**src/rtl/tpg_pkg.sv**
```systemverilog
// ============================================================================
// tpg_pkg
// Shared types and constants for the trapezoid profile generator.
// ============================================================================
`default_nettype none

package tpg_pkg;

    // default widths
    localparam int STEP_COUNT_BITS_DEF = 20;
    localparam int FRAC_BITS_DEF       = 16;

    // fixed field widths
    localparam int IN_W    = 32;
    localparam int POS_W   = 48;
    localparam int DW      = 64;   // planner datapath width
    localparam int MUL_AW  = 34;   // multiplier operand widths
    localparam int MUL_BW  = 33;
    localparam int QDEPTH  = 2;
    localparam int QPTR_W  = 1;
    localparam int SQ_ITER = DW / 2;
    localparam int SQ_CW   = 5;

    localparam logic [IN_W-1:0] ACCEL_SAT = 32'h7FFF_FFFF;

    typedef enum logic
    {
        KIND_START,
        KIND_TICK
    } item_kind_t;

    // queued item
    typedef struct packed
    {
        item_kind_t       kind;
        logic [IN_W-1:0]  distance;
        logic [IN_W-1:0]  velocity_limit;
        logic [IN_W-1:0]  accel_limit;
    } tpg_item_t;

    typedef enum logic [4:0]
    {
        ST_IDLE,
        ST_PLAN0,
        ST_QDIV,
        ST_SQRT,
        ST_SQ_FIX,
        ST_SQ_FIX2,
        ST_VCHK,
        ST_VCHK2,
        ST_T1DIV,
        ST_M1,
        ST_M2,
        ST_M3,
        ST_T2DIV,
        ST_CLAMP,
        ST_DEN1,
        ST_DEN2,
        ST_DEN3,
        ST_ADIV
    } back_state_t;

endpackage

`default_nettype wire

```
**src/rtl/tpg_front.sv**
```systemverilog
// ============================================================================
// tpg_front
// Input side: accepts items, decodes the command and queues them.
// ============================================================================
`default_nettype none

module tpg_front
(
    input  wire logic                           clk,
    input  wire logic                           rst_n,
    input  wire logic                           s_tvalid,
    output logic                                s_tready,
    input  wire logic [95:0]                    s_tdata,  // distance, velocity_limit, accel_limit
    input  wire logic [0:0]                     s_tuser,  // command
    output logic                                head_valid,
    output tpg_pkg::tpg_item_t                  head_item,
    input  wire logic                           head_pop
);
    import tpg_pkg::*;

    tpg_item_t          mem_reg [QDEPTH];
    logic [QPTR_W-1:0]  wr_ptr_reg, wr_ptr_next;
    logic [QPTR_W-1:0]  rd_ptr_reg, rd_ptr_next;
    logic [QPTR_W:0]    count_reg, count_next;
    tpg_item_t          in_item;
    logic               push;

    // classify the incoming item
    always_comb
    begin
        in_item.kind           = s_tuser[0] ? KIND_TICK : KIND_START;
        in_item.distance       = s_tdata[31:0];
        in_item.velocity_limit = s_tdata[63:32];
        in_item.accel_limit    = s_tdata[95:64];
    end

    assign s_tready   = (count_reg != (QPTR_W+1)'(QDEPTH));
    assign push       = s_tvalid && s_tready;
    assign head_valid = (count_reg != '0);
    assign head_item  = mem_reg[rd_ptr_reg];

    // pointer update
    always_comb
    begin
        wr_ptr_next = push ? wr_ptr_reg + 1'b1 : wr_ptr_reg;
        rd_ptr_next = head_pop ? rd_ptr_reg + 1'b1 : rd_ptr_reg;
        count_next  = count_reg + (QPTR_W+1)'(push) - (QPTR_W+1)'(head_pop);
    end

    always_ff @(posedge clk or negedge rst_n)
    begin
        if (!rst_n)
        begin
            wr_ptr_reg <= '0;
            rd_ptr_reg <= '0;
            count_reg  <= '0;
        end
        else
        begin
            wr_ptr_reg <= wr_ptr_next;
            rd_ptr_reg <= rd_ptr_next;
            count_reg  <= count_next;
        end
    end

    // queue storage
    always_ff @(posedge clk)
    begin
        if (push)
        begin
            mem_reg[wr_ptr_reg] <= in_item;
        end
    end

endmodule

`default_nettype wire

```
**config.mk**
```make
export PLATFORM = sky130hd
export DESIGN_NAME = tpg_front
export DESIGN_NICKNAME = d
export VERILOG_FILES = /design/src/rtl/tpg_pkg.sv /design/src/rtl/tpg_front.sv
export SDC_FILE = /design/constraint.sdc
export NUM_CORES = 1
export LEC_CHECK = 0
export ABC_AREA = 1
export BUFFER_PORTS_ARGS = -buffer_cell sky130_fd_sc_hd__buf_2
export CORE_ASPECT_RATIO = 0.9
export CORE_MARGIN = 2
export CORE_UTILIZATION = 52
export DETAILED_ROUTE_END_ITERATION = 8
export PLACE_DENSITY = 0.79
export SETUP_SLACK_MARGIN = 0.4
export SLEW_MARGIN = 15
export SYNTH_ARGS = -nofsm -noshare
export SYNTH_HDL_FRONTEND = slang
export SYNTH_SLANG_ARGS = --single-unit
```
**constraint.sdc**
```tcl
create_clock -name clk -period 7.11 [get_ports clk]
set_input_delay 0.3555 -clock clk [delete_from_list [all_inputs] [get_ports clk]]
set_output_delay 0.3555 -clock clk [all_outputs]
set_load 0.1 [all_outputs]
```
# Word-level counts from Yosys, hierarchy flattened

Memories as Yosys holds them, arrays and structs flattened.
Index checks and enable logic that the tools add are counted.

Equality and inequality tests: 1
Bitwise gates (word level): 0
Div/mod/pow operators: 0
Reductions and logical operators: 2
Muxes and demuxes: 3
$add $sub $neg: 4
$lt $le $gt $ge: 0
Shift operators: 0
Multiply operators: 0

Operators with widths:

| cell                | count |
|---|---|
| $mux 1              | 3 |
| $add 1x1->1 const B | 2 |
| $add 2x1->2         | 1 |
| $ne 2x2->1 const B  | 1 |
| $reduce_bool 2->1   | 1 |
| $sub 2x1->2         | 1 |
| $logic_and 1x1->1   | 1 |

Bits of input ports: 101
Memory bits (read-only): 0
Latch bits: 0
Output and inout bits: 99
Memories: 1
Memory bits (writable): 194
Logic and storage cells: 14
Bits in registers: 4

Memory list:

| name    | depth | width | rd ports | clocked after Yosys merged registers in | write ports | RTL line        | text |
|---|---|---|---|---|---|---|---|
| mem_reg | 2     | 97    | 1        | 0                                       | 1           | tpg_front.sv:21 | `tpg_item_t mem_reg [QDEPTH];` |

# Logic depth before layout (Yosys ltp)

Gate-level depths: netlist of run 1.

Depth in word-level cells: 4
Depth in mapped cells: 12
Gate-level depth less buffers: 12

# Least setup slack after synthesis of run 1

OpenSTA, ideal clock, no wires.

Path kind: reg2reg
Start point: register count_reg[1]
End point: memory mem_reg[1][0] (netlist name) (enable)
Library setup time: 0.556 ns
Arrival: 5.439 ns
Stages on the path, launching flop included: 4
Path slack: 1.115 ns
Buffers on the path: 0
Cells stage by stage: dfrtp_1 > nand2_1 > nand2_1 > nor2_1

Word-level cells in the longest chain between the ends: 4

Ends and longest elaborated chain:

| what                         | RTL line        | text |
|---|---|---|
| from (decl)                  | tpg_front.sv:24 | `logic [QPTR_W:0] count_reg, count_next;` |
| from (signal assigned)       | tpg_front.sv:62 | `count_reg <= count_next;` |
| $ne 2x2->1                   | tpg_front.sv:37 | `assign s_tready = (count_reg != (QPTR_W+1)'(QDEPTH));` |
| named net s_tready           | tpg_front.sv:12 | `output logic s_tready,` |
| $logic_and 1x1->1            | tpg_front.sv:38 | `assign push = s_tvalid && s_tready;` |
| $mux 1                       | tpg_front.sv:69 | `if (push)` |
| $mux 1 (not written as such) | tpg_front.sv:71 | `mem_reg[wr_ptr_reg] <= in_item;` |
| to (decl)                    | tpg_front.sv:21 |  |

The timed path passes the listed nets, and every way through them passes these cells.

==> results.yml, run 1 <==
logic_synthesis:
  synth_area_leader_cell: "edfxtp_1"
  syn_nets: 431
  post_synth.cell_area_avg_um2: 22.1
  synth_cell_types: 14
  synth.top_cell.area_share_pct: 80.0
  synth_cells: 329
  ys_seq_elements: 198
  ys_top_cells_by_area: "edfxtp_1, mux2_2, mux2_4"
  seq_area_frac_synth_pct: 81.4
  synth_area_um2: 7280
  ys_warn_count: 0
timing:
  setup_tns_ns: 0
  finalSetupViolCount: 0
  layout_setup_ws_ns: 4.01
  relSlewSlack_pct: 46.5
  period_share_pct: 43.7
  hold_violations: 0
  tightest_slew_ns: 0.803
  finClkSkew_ns: 0.00993
  maxSlewViolCount: 0
  rsz0062_at_grt: "no"
  fmax_mhz: 322
  period_needed_ns: 3.10
global_routing:
  grt_pass1_vias: 3767
  grt_overflow_total: 0
  grt_usage_pct: 17.2
  grt_use_met1_pct: 20.5
  use_met3_pct: 7.65
  use_met2_pct: 28.4
  grt_busiest_layer: "met2"
  grt_first_pass_wirelength_um: 19000
  grt_max_degree: 60
  grt_antenna_before_repair: 1
cells_and_area:
  final_area_um2: 9030
  largest_register_ff_count: 194
  final_common_cell: "buf_2"
  final_cell_mix: "buf_2, edfxtp_1, mux2_2"
  syn_to_final_growth_pct: 24.0
  final_nets: 644
  fillers: 943
  fin_cells: 727
  final_layout_size_suffix_gt1_share_pct: 58.8
floorplanning:
  io_pins: 200
  core-area_um2: 13900
  chipWidth_um: 129
  dieArea_um2: 15000
  die-height_um: 116
  rows: 41
  start_util_pct: 52.6
placement:
  placed_cell_area_um2: 8450
  dp.cells: 692
  place.gp.congestion: 0.751
  port_buffers: 199
  hpwl_um: 8490
  pre_cts_ws_ns: 4.15
clocking:
  clk_latency_ns: 0.42
  cts_htree_levels: 4
  clk_transition_reported_paths_ns: 0.07
  hold_buffers: 1
  postCtsSetupBuffers: 0
  cts_tree: "done"
  cts_buffer_depth: 2
  numCtsBuffers: 17
  cts.sinks: 198
  cts-resized-gates: 0
  root_buffer: "clkbuf_16"
job:
  maxCapViolations: 0
setup_path:
  r2r-start: "count_reg[0]$_DFF_PN0_"
  end_kind: "primary output"
  crit_type: "flop to primary output"
  r2r_setup_slack_ns: 4.61
  critPathMaxFanout: 55
  rr_endpoint: "mem_reg[0][9]$_DFFE_PP_"
  r2r_cells: 6
  required_ns: 6.75
  arrival_ns: 2.75
  cp-start-kind: "flop"
worst_hold_path:
  holdPathEnd: "mem_reg[0][77]$_DFFE_PP_"
  worstHoldStart: "s_tdata[13]"
  holdPathStages: 1
  hp-class: "input pin to flop"
routing:
  viasPerCell: 5.11
  ant_nets: 0
  first_pass_iters: 4
  wl_um: 12700
  drt_iter0_drc: 215
  num_vias: 3714
  route.detailed.drc: 0
  detail_route.wl_per_cell_um: 17.5
outcome:
  status: "finished clean"
critical path, cell delays in order (launching register included):
cell and delay [ns]:
dfrtp_4 0.82, buf_4 0.73, mux2_2 0.30, buf_2 0.43
metrics by stage:
step / hold WS (ns) / util (%)
after detailed placement: 0.168 / 61.0
after floorplan: 0.0599 / -
final: 0.117 / 65.2
after global routing: 0.0967 / 65.1
after global placement: 0.165 / 61.0
after CTS: 0.0977 / 64.9
cell type report:
| class | count | area, um^2 | area share (%) |
|---|---|---|---|
| sequential | 198 | 5930 | 65.7 |
| multi-input combinational | 115 | 1270 | 14.1 |
| timing repair buffer | 205 | 1070 | 11.8 |
| clock buffer | 19 | 433 | 4.80 |
| tap | 172 | 215 | 2.38 |
| clock inverter | 12 | 88.8 | 0.984 |
| inverter | 5 | 18.8 | 0.208 |
| antenna | 1 | 2.50 | 0.0277 |
cell families (layout without fill, tap and decap cells):
| kind of cell | count (synthesis) | in the layout | synth area share, % |
|---|---|---|---|
| fa+ha+maj | 1 | 1 | 0.172 |
| other cells | 0 | 1 | 0 |
| flops | 198 | 198 | 81.4 |
| xor+xnor | 1 | 1 | 0.120 |
| mux | 97 | 97 | 16.0 |
| simple gates | 15 | 15 | 0.842 |
| compound gates | 1 | 1 | 0.0687 |
| buf+inv | 16 | 241 | 1.36 |
layer usage:
layer,routed length [um],vias up
met3,1100,15
met5,13,-
met2,6210,133
met1,5270,1844
met4,140,2
li1,-,1720
worst max path at each step:
stage                                 from                  endpoint  slack [ns]  cells past startpoint
floorplan           count_reg[1]$_DFF_PN0_   mem_reg[1][0]$_DFFE_PP_        1.12                      3
global placement    count_reg[1]$_DFF_PN0_  mem_reg[0][16]$_DFFE_PP_        4.33                      4
detailed placement  count_reg[0]$_DFF_PN0_  mem_reg[0][33]$_DFFE_PP_        4.15                      5
CTS                 rd_ptr_reg$_DFFE_PN0P_             head_item[85]        3.93                      3
global route        rd_ptr_reg$_DFFE_PN0P_             head_item[87]        3.84                      3
finish              rd_ptr_reg$_DFFE_PN0P_             head_item[42]        4.01                      3
synthesized netlist by cell type:
cell type,number
buf_6,4
a21oi_1,1
dfrtp_1,4
inv_1,5
nand2_1,10
mux2_4,20
xor2_1,1
nor2_1,3
nand3b_1,1
ha_1,1
edfxtp_1,194
mux2_2,77
buf_2,7
nand3_1,1
Power of run 1 is left out: the tool's default activity adds up to more than one toggle a clock period on the data nets, which glitch-free logic cannot reach.
==> inputs of run 2 (changes only) <==
- ABC_AREA: 1 -> 0
- clock period: 7.11 -> 2.9 ns (I/O delays scaled with it)
==> run 2 against run 1 <==
- final cell count up 12%
- area after synthesis fell by 0.14%
- register-to-register slack got worse by 3.5 ns
- critical path depth stayed put
- via count rose by 9.9%
- sequential share of layout area is 6.7 points lower
- cell area rose by 11%
- setup slack worse by 3.4 ns
- hold slack worse by 0.052 ns
==> results.yml, run 2 <==
clocking:
  cts.sinks: 198
  root_buffer: "clkbuf_16"
  numCtsBuffers: 17
  cts_buffer_depth: 2
  clk_latency_ns: 0.43
  clk_transition_reported_paths_ns: 0.06
  cts_tree: "done"
  cts_htree_levels: 4
  postCtsSetupBuffers: 0
timing:
  finalHoldWorstSlack_ns: 0.0656
  fmax_mhz: 429
  period_needed_ns: 2.33
  finalSetupViolCount: 0
  period_share_pct: 80.4
  hold_violations: 0
  finClkSkew_ns: 0.00988
  relSlewSlack_pct: 48.0
  tightest_slew_ns: 0.780
  rsz0062_at_grt: "no"
  maxSlewViolCount: 0
  setup_tns_ns: 0
logic_synthesis:
  synth_common_cells: "edfxtp_1, mux2_2, mux2_4"
  synth_cells: 319
  yosys.cell_count.top_type: "edfxtp_1"
  synth_area_leader_cell: "edfxtp_1"
  dominantRegCellSynth: "edfxtp_1"
  synthArstFlopShare_pct: 2.02
  post_synth.cell_area_avg_um2: 22.8
  ys_warn_count: 0
  synth-edff-count: 194
  seq_area_frac_synth_pct: 81.5
  synth_area_um2: 7270
  ys_top_cells_by_area: "edfxtp_1, mux2_2, mux2_4"
  synth_cell_types: 17
  syn_nets: 421
  ys_seq_elements: 198
  synth.top_cell.area_share_pct: 80.1
placement:
  port_buffers: 199
  place.gp.congestion: 0.736
  hpwl_um: 8850
setup_path:
  required_ns: 2.76
  crit_type: "flop to primary output"
  arrival_ns: 2.19
  end_kind: "primary output"
  cp-start-kind: "flop"
  critPathMaxFanout: 36
global_routing:
  grt_usage_pct: 20.8
  grt_first_pass_wirelength_um: 22800
  grt_pass1_vias: 4476
  grt_antenna_before_repair: 1
  grt_max_degree: 57
  grt_overflow_total: 0
routing:
  ant_nets: 0
  wl_um: 15400
  route.detailed.drc: 0
  detail_route.wl_per_cell_um: 18.9
  viasPerCell: 5.02
  drt_iter0_drc: 349
  num_vias: 4080
  first_pass_iters: 4
floorplanning:
  rows: 40
  chipWidth_um: 129
  start_util_pct: 53.8
  io_pins: 200
  core-area_um2: 13500
  die-height_um: 116
  dieArea_um2: 14900
cells_and_area:
  seq_area_um2: 5930
  largest_register_ff_count: 194
  final_nets: 733
  final_layout_size_suffix_gt1_share_pct: 51.9
  multi_input_area_um2: 1290
  syn_to_final_growth_pct: 38.3
  postLayoutCoreUtil_pct: 74.4
  final_cell_mix: "buf_2, edfxtp_1, dlygate4sd3_1"
  final_common_cell: "buf_2"
  fillers: 793
worst_hold_path:
  hp-class: "input pin to async pin"
outcome:
  status: "finished clean"
job:
  maxCapViolations: 0
-- run 2: layout make-up --
type                            instances  share of cell area (%)
Antenna cell                            2                  0.0498
Clock buffer                           20                    4.34
Tap cell                              168                    2.09
Timing Repair Buffer                  304                    20.6
Clock inverter                         10                    1.08
Multi-Input combinational cell        110                    12.8
Sequential cell                       198                    59.0
-- run 2: logic make-up after synthesis --
logic type / count (synthesis) / synth area share, %
flip-flops: 198 / 81.5
multiplexers: 97 / 16.1
buffers and inverters: 11 / 1.10
AND/OR/NAND/NOR: 6 / 0.465
XOR/XNOR: 4 / 0.482
AO/OA/AOI/OAI: 2 / 0.206
adder cells (fa/ha/maj): 1 / 0.172
-- run 2: timing repair --
item,4_1_cts,5_1_grt
endpoints found under the hold margin,199,0
hold buffers,99,0
resized for setup,0,0
-- run 2: final timing paths --
path | start | endpoint | slack, ns | cells after the start
max | rd_ptr_reg$_DFFE_PN0P_ | head_item[82] | 0.57 | 3
min | rst_n | wr_ptr_reg$_DFFE_PN0P_ | 0.07 | 2
max reg2reg | count_reg[0]$_DFF_PN0_ | mem_reg[0][94]$_DFFE_PP_ | 1.09 | 4
min reg2reg | wr_ptr_reg$_DFFE_PN0P_ | wr_ptr_reg$_DFFE_PN0P_ | 0.56 | 1
max in group asynchronous | rst_n | rd_ptr_reg$_DFFE_PN0P_ | 2.68 | 2
min in group clk | s_tvalid | wr_ptr_reg$_DFFE_PN0P_ | 0.07 | 3
-- run 2: metal layers --
metal  up-vias  global-route usage [%]  routed length (um)
li1       1888                       -                   -
met1      1978                    23.9                5920
met2       193                    35.8                7890
met3        21                    8.52                1310
met4         0                    7.54                 242
met5         -                       0                   0
-- run 2: metrics by stage --
step | area (um^2) | worst slack (ns) | std cells
final | 10100 | 0.567 | 812
after CTS | 10000 | 0.540 | 810
after floorplan | 7290 | 0.214 | 319
after global placement | 8510 | 0.996 | 681
after detailed placement | 8510 | 1.01 | 681
after global routing | 10000 | 0.471 | 811
-- run 2: worst max-delay path: stages (launching register included) --
cell and delay, ns:
dfrtp_4 0.76, buf_12 0.29, mux2_2 0.37, buf_2 0.30
Power of run 2 is left out for the same reason.
